===== src/hdl/ltd_pkg.sv =====
`default_nettype none
// shared constants, payload types and register codes of the laplacian edge threshold core
// no dependencies; imported by every module of the block
package ltd_pkg;

  localparam int MAX_WIDTH  = 1024;
  localparam int MAX_HEIGHT = 4096;

  localparam int PIX_W    = 8;
  localparam int WIDTH_W  = 11;
  localparam int HEIGHT_W = 13;
  localparam int THR_W    = 8;
  localparam int COL_W    = (MAX_WIDTH > 1) ? $clog2(MAX_WIDTH) : 1;
  localparam int ROW_W    = (MAX_HEIGHT > 1) ? $clog2(MAX_HEIGHT) : 1;
  localparam int CMP_W    = (COL_W + 1 > WIDTH_W) ? COL_W + 1 : WIDTH_W;

  localparam int CFG_IDX_W = 2;
  localparam int CFG_W     = (HEIGHT_W > WIDTH_W) ?
                             ((HEIGHT_W > THR_W) ? HEIGHT_W : THR_W) :
                             ((WIDTH_W > THR_W) ? WIDTH_W : THR_W);

  localparam logic [CFG_IDX_W-1:0] REG_IMAGE_WIDTH    = CFG_IDX_W'(0);
  localparam logic [CFG_IDX_W-1:0] REG_IMAGE_HEIGHT   = CFG_IDX_W'(1);
  localparam logic [CFG_IDX_W-1:0] REG_EDGE_THRESHOLD = CFG_IDX_W'(2);

  localparam logic [WIDTH_W-1:0]  RST_IMAGE_WIDTH    = WIDTH_W'(1024);
  localparam logic [HEIGHT_W-1:0] RST_IMAGE_HEIGHT   = HEIGHT_W'(768);
  localparam logic [THR_W-1:0]    RST_EDGE_THRESHOLD = THR_W'(0);

  localparam logic FUNC_PUSH  = 1'b0;
  localparam logic FUNC_DRAIN = 1'b1;

  typedef struct packed {
    logic             func;
    logic [PIX_W-1:0] gray;
  } in_item_t;

  typedef struct packed {
    logic edge_res;
    logic frame_last;
  } out_item_t;

  typedef struct packed {
    logic [WIDTH_W-1:0]  width;
    logic [HEIGHT_W-1:0] height;
    logic [THR_W-1:0]    thr;
  } cfg_t;

  // one pixel's neighborhood, border substitution already applied
  typedef struct packed {
    logic [PIX_W-1:0] centre;
    logic [PIX_W-1:0] up;
    logic [PIX_W-1:0] down;
    logic [PIX_W-1:0] left;
    logic [PIX_W-1:0] right;
    logic             last;
  } job_t;

endpackage

`default_nettype wire


===== src/hdl/ltd_job_q.sv =====
`default_nettype none
// two-entry queue of neighborhood jobs between front end and back end
// depends on ltd_pkg
module ltd_job_q (
  input  wire logic          clk,
  input  wire logic          rst_n,
  input  wire logic          wr_valid,
  input  wire ltd_pkg::job_t wr_job,
  output logic               full,
  input  wire logic          rd_en,
  output logic               empty,
  output ltd_pkg::job_t      rd_job
);
  import ltd_pkg::*;

  job_t       slot_r [2];
  logic [1:0] cnt_r, cnt_nxt;
  logic       wr_ptr_r, rd_ptr_r;
  logic       wr_acc, rd_acc;

  assign full   = cnt_r == 2'd2;
  assign empty  = cnt_r == 2'd0;
  assign wr_acc = wr_valid && !full;
  assign rd_acc = rd_en && !empty;
  assign rd_job = slot_r[rd_ptr_r];

  always_comb begin
    cnt_nxt = cnt_r;
    if (wr_acc && !rd_acc) begin
      cnt_nxt = cnt_r + 2'd1;
    end else if (rd_acc && !wr_acc) begin
      cnt_nxt = cnt_r - 2'd1;
    end
  end

  always_ff @(posedge clk) begin
    if (!rst_n) begin
      cnt_r    <= 2'd0;
      wr_ptr_r <= 1'b0;
      rd_ptr_r <= 1'b0;
    end else begin
      cnt_r <= cnt_nxt;
      if (wr_acc) begin
        wr_ptr_r <= !wr_ptr_r;
      end
      if (rd_acc) begin
        rd_ptr_r <= !rd_ptr_r;
      end
    end
  end

  always_ff @(posedge clk) begin
    if (wr_acc) begin
      slot_r[wr_ptr_r] <= wr_job;
    end
  end

`ifndef SYNTHESIS
  a_job_q_bound: assert property (@(posedge clk) disable iff (!rst_n)
    cnt_r <= 2'd2)
    else $error("job queue over capacity");
`endif

endmodule

`default_nettype wire


===== config.mk =====
export PLATFORM = sky130hd
export DESIGN_NAME = ltd_job_q
export DESIGN_NICKNAME = d
export VERILOG_FILES = /design/src/hdl/ltd_pkg.sv /design/src/hdl/ltd_job_q.sv
export SDC_FILE = /design/constraint.sdc
export NUM_CORES = 1
export LEC_CHECK = 0
export BUFFER_PORTS_ARGS = -buffer_cell sky130_fd_sc_hd__buf_2
export CAP_MARGIN = 0
export CORE_UTILIZATION = 51
export CTS_BUF_LIST = sky130_fd_sc_hd__clkbuf_8
export CTS_CLUSTER_SIZE = 8
export DETAILED_ROUTE_END_ITERATION = 10
export PLACE_DENSITY = 0.85
export SLEW_MARGIN = 10
export SYNTH_ARGS = -nofsm -noshare
export SYNTH_HDL_FRONTEND = slang
export SYNTH_SLANG_ARGS = --single-unit

===== constraint.sdc =====
create_clock -name clk -period 4.4 [get_ports clk]
set_clock_uncertainty 0.05 [all_clocks]
set_input_delay 1.32 -clock clk [delete_from_list [all_inputs] [get_ports clk]]
set_output_delay 1.32 -clock clk [all_outputs]
set_load 0.005 [all_outputs]

==> key figures <==
Worst hold path
  – Min-Delay Startpoint: cnt_r[1]$_SDFFE_PN0P_
  – Hold crit path type: flip-flop to flip-flop

CTS
  – Clock Latency Late Sink: 0.34 ns
  – CTS resizes: 0
  – CTS tree: built
  – H-tree lvl count: 3
  – Post-CTS Setup Inserts: 0
  – TritonCTS Buffers: 9
  – Post-CTS Hold Buffers: 0
  – Worst-path clk slew: 0.07 ns
  – Longest Clk Path Bufs: 2
  – CTS sink cnt: 87
  – Clock root buffer: clkbuf_8

Synthesis
  – Post-synthesis sequential area ratio: 80.5%
  – Synth Warn #: 0
  – Post-Syn Area: 0.00318 sq mm
  – Mapped Cells: 153
  – Dominant cells by area after synthesis: edfxtp_1 77%, mux2_2 13%, dfxtp_1 3.1%, mux2_1 1.1%, buf_2 0.79%
  – Area leader, netlist: edfxtp_1
  – Top cell type's share of synthesized area: 77.4%
  – Distinct cells, synth: 21
  – Post-synthesis net count: 199
  – Mean Syn Cell Area: 20.8 sq um
  – Seq cells post-synth: 87

GRT
  – Largest net degree at the start of global routing: 42
  – Gr usage total: 16.9%
  – Overflow after GRT: 0
  – Number of global-route vias before repair: 1637
  – Initial antenna violation count: 0
  – First-pass GRT wire length: 7710 microns

Layout
  – Share of cells above drive strength 1: 56.3%
  – Final net count: 293
  – Multi-input logic area: 596 sq um
  – Layout fillers: 417
  – Ant. Diodes: 0
  – Area grow syn2layout: 22.4%
  – Fin util: 65.4%
  – Fin area: 0.00389 sq mm
  – Reg area: 0.00256 sq mm

Route
  – Via count: 1643
  – Antenna-violating nets left: 0
  – Met3 WL: 298 microns
  – Via density: 5.02
  – Routed met2 length: 2790 microns
  – Met1 wire length: 2060 microns
  – DR pass1 iterations: 4
  – Initial DRC count: 107
  – DRC viols: 0
  – Avg WL per Cell: 16.1 microns
  – Highest metal used: met4
  – Final wirelength: 5280 microns

Die
  – Ports: 88
  – FP Rows: 28
  – Initial Util: 53.4%
  – Chip height: 81 microns
  – Core area: 0.00596 sq mm
  – Die area: 0.00656 sq mm
  – Die Wd: 81 microns

Critical path
  – Worst EP required: 3.03 ns
  – CP Data Arrival Time: 1.87 ns
  – Crit Reg-Reg Startpoint: cnt_r[0]$_SDFFE_PN0P_
  – Crit end category: output port
  – CP startpoint kind: flip-flop
  – Critical Path Fanout Max: 41
  – Critical path type: flip-flop to output port

Timing
  – Fin. Hold Viols: 0
  – Unrepaired setup endpoints after global routing: false
  – Fin crit period: 3.24 ns
  – Fin Setup TNS: 0 ns
  – Final setup viols: 0
  – Post-route clock period utilization: 73.7%
  – Rel. slew slack: 35.7%
  – Final slew viol count: 0
  – Fmax: 308 MHz
  – Tightest Pin Transition: 0.965 ns

Power
  – Total power: 2.09 mW
  – Leakage power: 1.47 nW
  – Worst vdd ir: 0.000354 V
  – Cell area power density: 538 mW/mm^2

Placement
  – Final HPWL DP: 3570 microns
  – Gpl congestion: 0.643
  – Port Buffers: 87
  – Placed inst area: 0.00372 sq mm

Job
  – Maxcap violations: 0

Run status
  – Run status: completed
## layout make-up
cell class | count | share of cell area, %
Sequential cell | 87 | 65.8
Multi-Input combinational cell | 59 | 15.3
Inverter | 2 | 0.193
Timing Repair Buffer | 88 | 11.7
Clock buffer | 9 | 3.18
Clock inverter | 7 | 1.41
Tap cell | 75 | 2.41
## metrics by stage
stage | cells | worst slack (ns) | hold slack (ns)
after floorplan | 153 | 0.880 | 0.433
after global placement | 311 | 1.48 | 0.454
after detailed placement | 311 | 1.48 | 0.461
after CTS | 327 | 1.11 | 0.476
after global routing | 327 | 1.03 | 0.532
final | 327 | 1.16 | 0.479
## kinds of logic after synthesis
kind of cell | count (synthesis) | share of synthesized area, %
XOR/XNOR | 3 | 0.826
multiplexers | 41 | 14.5
AO/OA/AOI/OAI | 5 | 1.02
AND/OR/NAND/NOR | 9 | 1.73
buffers and inverters | 7 | 1.02
flip-flops | 87 | 80.5
adder cells (fa/ha/maj) | 1 | 0.393
## cells in the final DEF, fill, tap and decap left out, drive strengths merged
cell | synthesis | routed
bufinv | 0 | 1
o21ai | 2 | 2
mux2 | 41 | 41
a21boi | 2 | 2
and2 | 3 | 3
clkinv | 0 | 5
xor2 | 1 | 1
ha | 1 | 1
and3 | 1 | 1
edfxtp | 82 | 82
dfxtp | 5 | 5
nor3 | 1 | 1
o21a | 1 | 1
clkbuf | 0 | 9
inv | 2 | 3
or3 | 1 | 1
nand2b | 1 | 1
nor2 | 2 | 2
buf | 5 | 88
xnor2 | 2 | 2
## metal layers
metal | vias to the layer above | global-route usage (%)
li1 | 779 | -
met1 | 797 | 18.1
met2 | 56 | 29.3
met3 | 11 | 5.28
met4 | 0 | 9.82
met5 | - | 0
## power by group
part,internal [mW],switching (mW)
Sequential,1.04,0.0837
Combinational,0.268,0.199
Clock,0.253,0.250
## critical path, stage by stage, from the launching register on
cell and delay [ns]:
dfxtp_2 0.95, mux2_2 0.43, buf_2 0.13
## worst paths after layout
check	endpoint	slack, ns	cells after the start
hold reg to reg	cnt_r[1]$_SDFFE_PN0P_	0.48	2
setup / recovery	rd_job[30]	1.16	2
setup reg to reg	slot_r[0][30]$_DFFE_PP_	2.44	4
hold / removal	cnt_r[1]$_SDFFE_PN0P_	0.48	2
## registers in the layout (all words and copies together), names as in the netlist, named ones only
signal,count
cnt_r,2
rd_ptr_r,1
wr_ptr_r,1
slot_r,82
## synthesized netlist by cell type
cell / count
buf_2: 5
mux2_1: 3
nand2b_1: 1
nor2_1: 2
a21boi_1: 1
or3_1: 1
and2_1: 3
ha_1: 1
o21a_1: 1
xnor2_1: 2
and3_1: 1
o21ai_1: 1
mux2_2: 38
o21ai_0: 1
dfxtp_1: 5
inv_2: 1
nor3_2: 1
edfxtp_1: 82
a21boi_0: 1
xor2_1: 1
inv_1: 1
Note: power is estimated with default switching activity, not from simulation.
