**src/hdl/ltd_pkg.sv**
```systemverilog
`default_nettype none
// shared constants, payload types and register codes of the laplacian edge threshold core
// no dependencies; imported by every module of the block
package ltd_pkg;

  localparam int MAX_WIDTH  = 1024;
  localparam int MAX_HEIGHT = 4096;

  localparam int PIX_W    = 8;
  localparam int WIDTH_W  = 11;
  localparam int HEIGHT_W = 13;
  localparam int THR_W    = 8;
  localparam int COL_W    = (MAX_WIDTH > 1) ? $clog2(MAX_WIDTH) : 1;
  localparam int ROW_W    = (MAX_HEIGHT > 1) ? $clog2(MAX_HEIGHT) : 1;
  localparam int CMP_W    = (COL_W + 1 > WIDTH_W) ? COL_W + 1 : WIDTH_W;

  localparam int CFG_IDX_W = 2;
  localparam int CFG_W     = (HEIGHT_W > WIDTH_W) ?
                             ((HEIGHT_W > THR_W) ? HEIGHT_W : THR_W) :
                             ((WIDTH_W > THR_W) ? WIDTH_W : THR_W);

  localparam logic [CFG_IDX_W-1:0] REG_IMAGE_WIDTH    = CFG_IDX_W'(0);
  localparam logic [CFG_IDX_W-1:0] REG_IMAGE_HEIGHT   = CFG_IDX_W'(1);
  localparam logic [CFG_IDX_W-1:0] REG_EDGE_THRESHOLD = CFG_IDX_W'(2);

  localparam logic [WIDTH_W-1:0]  RST_IMAGE_WIDTH    = WIDTH_W'(1024);
  localparam logic [HEIGHT_W-1:0] RST_IMAGE_HEIGHT   = HEIGHT_W'(768);
  localparam logic [THR_W-1:0]    RST_EDGE_THRESHOLD = THR_W'(0);

  localparam logic FUNC_PUSH  = 1'b0;
  localparam logic FUNC_DRAIN = 1'b1;

  typedef struct packed {
    logic             func;
    logic [PIX_W-1:0] gray;
  } in_item_t;

  typedef struct packed {
    logic edge_res;
    logic frame_last;
  } out_item_t;

  typedef struct packed {
    logic [WIDTH_W-1:0]  width;
    logic [HEIGHT_W-1:0] height;
    logic [THR_W-1:0]    thr;
  } cfg_t;

  // one pixel's neighborhood, border substitution already applied
  typedef struct packed {
    logic [PIX_W-1:0] centre;
    logic [PIX_W-1:0] up;
    logic [PIX_W-1:0] down;
    logic [PIX_W-1:0] left;
    logic [PIX_W-1:0] right;
    logic             last;
  } job_t;

endpackage

`default_nettype wire

```
**src/hdl/ltd_back.sv**
```systemverilog
`default_nettype none
// back end: laplacian response, clamp, threshold and two-entry result queue
// depends on ltd_pkg
module ltd_back (
  input  wire logic                      clk,
  input  wire logic                      rst_n,
  input  wire logic                      job_empty,
  input  wire ltd_pkg::job_t             job,
  output logic                           job_pop,
  input  wire logic [ltd_pkg::THR_W-1:0] thr,
  output logic                           empty,
  input  wire logic                      pop,
  output ltd_pkg::out_item_t             out_data
);
  import ltd_pkg::*;

  localparam int SUM_W = PIX_W + 3;

  out_item_t        res_r [2];
  logic [1:0]       cnt_r, cnt_nxt;
  logic             wr_ptr_r, rd_ptr_r;
  logic             out_full, pop_acc;
  logic [SUM_W-1:0] sum;
  logic [PIX_W-1:0] clamped;
  out_item_t        res;

  // 4*centre minus neighbors, two's complement in SUM_W bits
  assign sum = SUM_W'({job.centre, 2'b00}) - SUM_W'(job.up) - SUM_W'(job.down)
             - SUM_W'(job.left) - SUM_W'(job.right);

  always_comb begin
    if (sum[SUM_W-1]) begin
      clamped = '0;
    end else if (sum[SUM_W-2:PIX_W] != '0) begin
      clamped = '1;
    end else begin
      clamped = sum[PIX_W-1:0];
    end
  end

  assign res.edge_res   = clamped > thr;
  assign res.frame_last = job.last;

  assign out_full = cnt_r == 2'd2;
  assign empty    = cnt_r == 2'd0;
  assign job_pop  = !job_empty && !out_full;
  assign pop_acc  = pop && !empty;
  assign out_data = res_r[rd_ptr_r];

  always_comb begin
    cnt_nxt = cnt_r;
    if (job_pop && !pop_acc) begin
      cnt_nxt = cnt_r + 2'd1;
    end else if (pop_acc && !job_pop) begin
      cnt_nxt = cnt_r - 2'd1;
    end
  end

  always_ff @(posedge clk) begin
    if (!rst_n) begin
      cnt_r    <= 2'd0;
      wr_ptr_r <= 1'b0;
      rd_ptr_r <= 1'b0;
    end else begin
      cnt_r <= cnt_nxt;
      if (job_pop) begin
        wr_ptr_r <= !wr_ptr_r;
      end
      if (pop_acc) begin
        rd_ptr_r <= !rd_ptr_r;
      end
    end
  end

  always_ff @(posedge clk) begin
    if (job_pop) begin
      res_r[wr_ptr_r] <= res;
    end
  end

`ifndef SYNTHESIS
  a_res_q_bound: assert property (@(posedge clk) disable iff (!rst_n)
    cnt_r <= 2'd2)
    else $error("result queue over capacity");
`endif

endmodule

`default_nettype wire

```
**config.mk**
```make
export PLATFORM = sky130hd
export DESIGN_NAME = ltd_back
export DESIGN_NICKNAME = d
export VERILOG_FILES = /design/src/hdl/ltd_pkg.sv /design/src/hdl/ltd_back.sv
export SDC_FILE = /design/constraint.sdc
export NUM_CORES = 1
export LEC_CHECK = 0
export ABC_AREA = 1
export BUFFER_PORTS_ARGS = -buffer_cell sky130_fd_sc_hd__clkbuf_2
export CORE_UTILIZATION = 54
export CTS_BUF_LIST = sky130_fd_sc_hd__clkbuf_4
export DETAILED_ROUTE_END_ITERATION = 12
export GPL_ROUTABILITY_DRIVEN = 1
export PLACE_DENSITY = 0.86
export SYNTH_ARGS = -nofsm -noshare
export SYNTH_HDL_FRONTEND = slang
export SYNTH_SLANG_ARGS = --single-unit
```
**constraint.sdc**
```tcl
create_clock -name clk -period 5.5 [get_ports clk]
set_input_delay 0.275 -clock clk [delete_from_list [all_inputs] [get_ports clk]]
set_output_delay 0.275 -clock clk [all_outputs]
set_load 0.05 [all_outputs]
```
==> results of run 1 <==
## critical path: cells and delay by family
kind / cells / cell delay (ps)
AO/OA/AOI/OAI: 4 / 610
adder cells (fa/ha/maj): 5 / 2140
buffers and inverters: 5 / 260
AND/OR/NAND/NOR: 7 / 690
## cells in the final DEF, fill, tap and decap left out, types with 5 or more instances in the layout
cell / Yosys / routed
sky130_fd_sc_hd__a21oi_1: 14 / 14
sky130_fd_sc_hd__clkbuf_2: 0 / 56
sky130_fd_sc_hd__dfxtp_1: 5 / 5
sky130_fd_sc_hd__fa_1: 23 / 23
sky130_fd_sc_hd__ha_1: 22 / 22
sky130_fd_sc_hd__inv_1: 89 / 89
sky130_fd_sc_hd__nand2_1: 43 / 43
sky130_fd_sc_hd__nand3_2: 8 / 8
sky130_fd_sc_hd__nor2_1: 10 / 10
sky130_fd_sc_hd__o21ai_0: 8 / 8
## how the worst max path moves through the flow
stage	startpoint	to	slack, ps	depth (start not counted)
after floorplan	job[13]	res_r[0][1]$_DFFE_PP_	1560	20
after global placement	job[12]	res_r[0][1]$_DFFE_PP_	1310	21
after detailed placement	job[12]	res_r[0][1]$_DFFE_PP_	1230	21
after CTS	job[12]	res_r[1][1]$_DFFE_PP_	1530	21
after global routing	job[12]	res_r[1][1]$_DFFE_PP_	1230	22
final	job[12]	res_r[1][1]$_DFFE_PP_	1520	21
## cell families (layout without fill, tap and decap cells)
family | count (synthesis) | count (layout) | share of synthesized area [%]
fa+ha+maj | 45 | 45 | 38.58
simple gates | 81 | 81 | 22.31
flops | 9 | 9 | 11.55
mux | 2 | 2 | 1.181
xor+xnor | 3 | 3 | 1.378
buf+inv | 91 | 151 | 17.91
compound gates | 25 | 25 | 7.087
## power groups by stage
stage          sequential (uW)  combinational, uW  clock (uW)
4_1_cts                    105                750        59.7
2_1_floorplan              103                605           0
3_5_place_dp               106                743           0
3_3_place_gp               106                716           0
5_1_grt                    108                854        62.7
6_report                   105                743        56.8
## cell type report
class / count / share of cell area, %
multi-input cells: 156 / 59.13
clock buffers: 4 / 1.320
inverters: 91 / 15.02
well taps: 46 / 2.530
repair buffers: 56 / 12.32
flip-flops and latches: 9 / 9.681
## through the flow
| stage | setup slack [ps] | util (%) | total power, uW | hold slack, ps | instances |
|---|---|---|---|---|---|
| floorplan | 1556 | - | 708.0 | 373.9 | 256 |
| global placement | 1310 | 66.74 | 821.9 | 459.6 | 358 |
| detailed placement | 1230 | 66.74 | 849.4 | 475.6 | 358 |
| CTS | 1526 | 67.63 | 914.2 | 191.1 | 362 |
| global route | 1229 | 67.63 | 1024 | 200.3 | 362 |
| finish | 1520 | 67.63 | 904.5 | 202.3 | 362 |
## metal layers
| metal | routed length, um | track usage, % |
|---|---|---|
| met1 | 1326 | 21.66 |
| met2 | 1714 | 39.60 |
| met3 | 159 | 3.992 |
| met4 | 48 | 4.762 |
| met5 | 0 | 0 |
==> flow_summary.toml, run 1 <==
[power]
total_power_density_per_cell_area_nw_per_um2 = 397.7
power_frac_seq_pct = 11.6
ir_worst_vdd_uv = 260.5
switching_share_of_power_pct = 54.72
power_frac_clock_pct = 6.3
cellInternalPower_uw = 409.6
power_switching_uw = 495.0
combinationalPowerShare_pct = 82.1
p_leak_uw = 0.001393

[worst_hold_path]
hold_end = "res_r[1][0]$_DFFE_PP_"
holdPathStages = 1
hold_path.startpoint = "job[0]"
class_of_the_most_critical_hold_timing_path = "primary input to flip-flop"

[final_layout]
nets = 415
final_std_cell_area_no_fill_um2 = 2275
fillers = 324
final_layout_size_suffix_gt1_share_pct = 25.63
area_growth_syn_to_layout_pct = 19.29
num_antenna_cells = 0
multi_input_comb_area_um2 = 1345
seqCellArea_um2 = 220.2

[drt]
drt-pass1-iter-count = 4
vias = 1654
drt-vias-per-instance = 4.569
detail-route-antenna-nets = 0
drt-wirelength-per-cell_um = 8.975
drt_drc_violations_left = 0
totalWireLength_mm = 3.249
detailedRoute.firstIterationViolations = 37

[global_routing]
gr-usage-all-layers_pct = 20.03
first_global_vias = 1540
globalRoute.totalOverflow = 0
grt_start_max_net_pins = 9
grt_pass1_wl_mm = 5.671
antenna_found_initial = 0

[sta]
finish_stage_setup_viols = 0
layout_worst_path_cycle_share_pct = 72.36
tightestPinTransition_ps = 376.8
fin_setup_tns_ps = 0
fmax_mhz = 251.3
timing.max_slew.rel_slack_pct = 74.61
setup_repair_after_global_routing_missed_its_margin = "no"
finalHoldViolations = 0
timing.clock.skew_ps = 3.348
fin_crit_ps = 3980
drv_slew = 0

[critical_path]
worst_ep_required_time_ps = 5510
crit_path_start_kind = "primary input"
cpMaxStageDelayCell = "sky130_fd_sc_hd__fa_1"
setup.worst_path.end_class = "flip-flop"
critPathArrivalTime_ps = 3990
critical_path.max_fanout = 8
worst_r2r_startpoint = "cnt_r[0]$_SDFFE_PN0P_"
worst_r2r_endpoint = "cnt_r[1]$_SDFFE_PN0P_"
reg2reg_setup_slack_ps = 3900
worst_setup_path_type = "primary input to flip-flop"
crit_chain = "clkbuf_2, inv_1, fa_1, inv_1, fa_1, fa_1, inv_1, ha_1, a21oi_1, nand2_1, nand3_2, nand3_1, nand2_4, nand3_2, nand2_1, inv_1, ha_1, a21oi_1, nor2_1, a211oi_1, a21oi_1"
timing.critical_path.slowest_cell_delay_ps = 520
rr_worst_depth = 7
cp_most_frequent_cell = "sky130_fd_sc_hd__inv_1"

[clock_tree]
tritoncts_clock_tree = "built"
cts_made_buffers = 3
htreeDepth = 1
clkSinkCount = 9
cts_setup_buffers = 0
cell_at_the_root_of_the_clock_tree = "sky130_fd_sc_hd__clkbuf_4"
clkLatencyLatePin_ps = 270
cts_repair_resize_count = 0
cts.clk_slew.worst_paths_ps = 60
cts.hold.buffers_added = 0
cts_max_path_buffers = 2

[synth]
synth_area_um2 = 1907
syn-mean-instance-area_um2 = 7.449
post_synthesis_cell_type_count = 25
synthDominantCellAreaShare_pct = 24.15
syn_inst = 256
yosysMostFrequentCell = "sky130_fd_sc_hd__inv_1"
netlist.top_cell.by_area = "sky130_fd_sc_hd__fa_1"
seq_area_frac_synth_pct = 11.55
ys.flop_type = "sky130_fd_sc_hd__dfxtp_1"
postSynthRegisterBits = 9
synth_enable_flop_cells = 4
ys_top_cells_by_count = "sky130_fd_sc_hd__inv_1 (89), sky130_fd_sc_hd__nand2_1 (43), sky130_fd_sc_hd__fa_1 (23)"
yosysWarnings = 0
syn-num-nets = 354
async_flop_share_pct = 0
ys_top_cells_by_area = "sky130_fd_sc_hd__fa_1 (24%), sky130_fd_sc_hd__inv_1 (18%), sky130_fd_sc_hd__ha_1 (14%), sky130_fd_sc_hd__nand2_1 (8.5%), sky130_fd_sc_hd__edfxtp_1 (6.3%)"

[die]
core_area_um2 = 3363
rows = 21
die_height_um = 61.43
die_x_um = 61.43
initial_utilization_pct = 56.70
floorplan.io_pins = 57
fp.dieArea_um2 = 3773

[flow_run]
number_of_max_cap_violations = 0

[placed_design]
dp_hpwl_mm = 2.975
io_buffer_count = 56
placed_area_um2 = 2245
place.gp.congestion = 0.8288

[status]
result_of_the_run = "finished clean"
Note: power is estimated with default switching activity, not from simulation.
==> run 2, diff against run 1 <==
- CORE_UTILIZATION: 54 -> 49
- PLACE_DENSITY: 0.86 -> 0.83
- clock period: 5.5 -> 3.6 ns (I/O delays scaled with it)
==> run 2 against run 1 <==
Net effect:
- the run now ends with negative setup slack left
- sequential share of layout area decreased by 1.8 points
- global-route usage grew 0.56 points
- critical path depth stayed put
- flip-flop and latch count did not move
- design area is 23% higher
- non-clock buffer count is 28 higher
- wire length rose by 30%
- worst setup slack lost 1700 ps
- die area up 9.9%
- register-to-register slack worse by 1900 ps
- critical path type unchanged
- highest routed layer unchanged
==> flow_summary.toml, run 2 (same netlist as run 1, synthesis figures left out) <==
[sta]
fmax_mhz = 267.9
setup_repair_after_global_routing_missed_its_margin = "yes"
timing.max_slew.rel_slack_pct = 74.51
finish_stage_setup_viols = 2
fin_crit_ps = 3732
timing.clock.skew_ps = 3.192
tightestPinTransition_ps = 378.3
layout_worst_path_cycle_share_pct = 103.7
fin_setup_tns_ps = -264.3
finalWorstSetupSlack_ps = -132.2
drv_slew = 0
finalHoldViolations = 0

[placed_design]
io_buffer_count = 56
dp_cells = 377
dp_hpwl_mm = 3.318
place.gp.congestion = 0.8060

[final_layout]
mostFrequentLayoutCells = "sky130_fd_sc_hd__inv_1 (72), sky130_fd_sc_hd__clkbuf_2 (53), sky130_fd_sc_hd__nand2_1 (31)"
utilization_pct = 76.02
final-instance-count-excl-fill = 392
layout.cells.most_common = "sky130_fd_sc_hd__inv_1"
area_growth_syn_to_layout_pct = 47.05
nets = 443
num_antenna_cells = 0
final_layout_size_suffix_gt1_share_pct = 47.97

[clock_tree]
cell_at_the_root_of_the_clock_tree = "sky130_fd_sc_hd__clkbuf_4"
cts.hold.buffers_added = 0
tritoncts_clock_tree = "built"
clkLatencyLatePin_ps = 270
cts_max_path_buffers = 2
cts_made_buffers = 3
clkSinkCount = 9
cts.clk_slew.worst_paths_ps = 60
htreeDepth = 1

[critical_path]
cpMaxStageDelayCell = "sky130_fd_sc_hd__fa_1"
worst_r2r_endpoint = "cnt_r[1]$_SDFFE_PN0P_"
worst_setup_path_type = "primary input to flip-flop"
critPathArrivalTime_ps = 3750
setup.worst_path.end_class = "flip-flop"
crit_chain = "buf_6, inv_2, fa_1, inv_2, fa_1, fa_1, inv_2, ha_4, nand2_2, nand2_2, a21oi_2, nand4_1, nand2_4, buf_6, nand3_2, nand2_1, inv_1, ha_4, nand4_1, nor3_2, a21oi_2"
reg2reg_setup_slack_ps = 2010
worst-path-buf-inv = 6
rr_worst_depth = 7
critical_path.max_fanout = 7
timing.critical_path.slowest_cell_delay_ps = 540
worst_ep_required_time_ps = 3620
worst_r2r_startpoint = "cnt_r[0]$_SDFFE_PN0P_"
crit_family = "adder cells"
crit_path_start_kind = "primary input"

[power]
power_frac_clock_pct = 4.1
combinationalPowerShare_pct = 88.3
switching_share_of_power_pct = 48.72
total_power_density_per_cell_area_nw_per_um2 = 755.7
ir_worst_vdd_uv = 510.0
power_frac_seq_pct = 7.6
p_leak_uw = 0.001548
power_switching_uw = 1032
cellInternalPower_uw = 1087

[global_routing]
gr-usage-all-layers_pct = 20.59
grt_pass1_wl_mm = 6.762
antenna_found_initial = 0
first_global_vias = 1763
grt_start_max_net_pins = 9
globalRoute.totalOverflow = 0

[drt]
drt-pass1-iter-count = 4
totalWireLength_mm = 4.228
vias = 1840
detailedRoute.firstIterationViolations = 89
detail-route-antenna-nets = 0
drt_drc_violations_left = 0
drt-wirelength-per-cell_um = 10.79
drt-vias-per-instance = 4.694

[die]
core_area_um2 = 3689
rows = 22
initial_utilization_pct = 51.70
die_x_um = 64.38
die_height_um = 64.38
floorplan.io_pins = 57
fp.dieArea_um2 = 4145

[status]
result_of_the_run = "finished with violations"
violated_checks = "negative setup slack"

[worst_hold_path]
hold_end = "res_r[0][0]$_DFFE_PP_"
hold_path.startpoint = "job[0]"
holdPathStages = 1
class_of_the_most_critical_hold_timing_path = "primary input to flip-flop"

[flow_run]
number_of_max_cap_violations = 0
==> run 2: cell types whose count changed in the layout (fill, tap and decap cells not counted), moves of 3 or more <==
cell	delta
sky130_fd_sc_hd__ha_4	+12
sky130_fd_sc_hd__inv_2	+16
sky130_fd_sc_hd__ha_1	-12
sky130_fd_sc_hd__nand3_2	+4
sky130_fd_sc_hd__a21oi_1	-6
sky130_fd_sc_hd__inv_1	-17
sky130_fd_sc_hd__a21oi_2	+5
sky130_fd_sc_hd__nand2_2	+10
sky130_fd_sc_hd__clkbuf_2	-3
sky130_fd_sc_hd__nand2_1	-12
sky130_fd_sc_hd__buf_6	+7
sky130_fd_sc_hd__nand3_1	-4
sky130_fd_sc_hd__buf_4	+23
==> run 2: how the worst max path moves through the flow <==
stage / depth (start not counted) / from / to / slack (ps)
after floorplan: 20 / job[13] / res_r[0][1]$_DFFE_PP_ / -120
after global placement: 23 / job[13] / res_r[0][1]$_DFFE_PP_ / -360
after detailed placement: 22 / job[13] / res_r[0][1]$_DFFE_PP_ / -520
after CTS: 25 / job[28] / res_r[0][1]$_DFFE_PP_ / -100
after global routing: 22 / job[31] / res_r[1][1]$_DFFE_PP_ / -360
final: 21 / job[31] / res_r[1][1]$_DFFE_PP_ / -130
==> run 2: layout make-up <==
type / instances / area [um^2]
Clock buffer: 4 / 30.03
Fill cell: 257 / 884.6
Inverter: 91 / 349.1
Multi-Input combinational cell: 156 / 1614
Sequential cell: 9 / 220.2
Tap cell: 48 / 60.06
Timing Repair Buffer: 84 / 530.5
==> run 2: through the flow <==
stage,worst slack [ps],area (um^2),power [uW],hold WS (ps)
2_1_floorplan,-124.4,2028,1224,278.9
6_report,-132.2,2804,2119,101.6
5_1_grt,-356.8,2804,2320,89.98
3_3_place_gp,-362.1,2496,1578,378.0
4_1_cts,-104.5,2626,1848,105.1
3_5_place_dp,-515.6,2496,1632,378.6
==> run 2: repair_timing <==
item	4_1_cts	5_1_grt
pin swaps	19	8
endpoints found under the hold margin	0	0
setup endpoints to repair	2	2
setup buffers	6	5
gates cloned	0	0
resized for setup	11	33
==> run 2: per-layer routing <==
metal | global-route usage (%) | up-vias | share of wire (%)
li1 | - | 933 | -
met1 | 22.46 | 861 | 40
met2 | 41.58 | 40 | 55
met3 | 2.857 | 6 | 3.7
met4 | 3.333 | 0 | 1.1
met5 | 0 | - | 0
==> run 2: power by group through the flow <==
stage	sequential, uW	combinational [uW]	clock, uW
finish	160	1870	87.9
global route	164	2060	96.5
CTS	161	1600	88.5
detailed placement	164	1470	0
global placement	161	1420	0
floorplan	157	1070	0
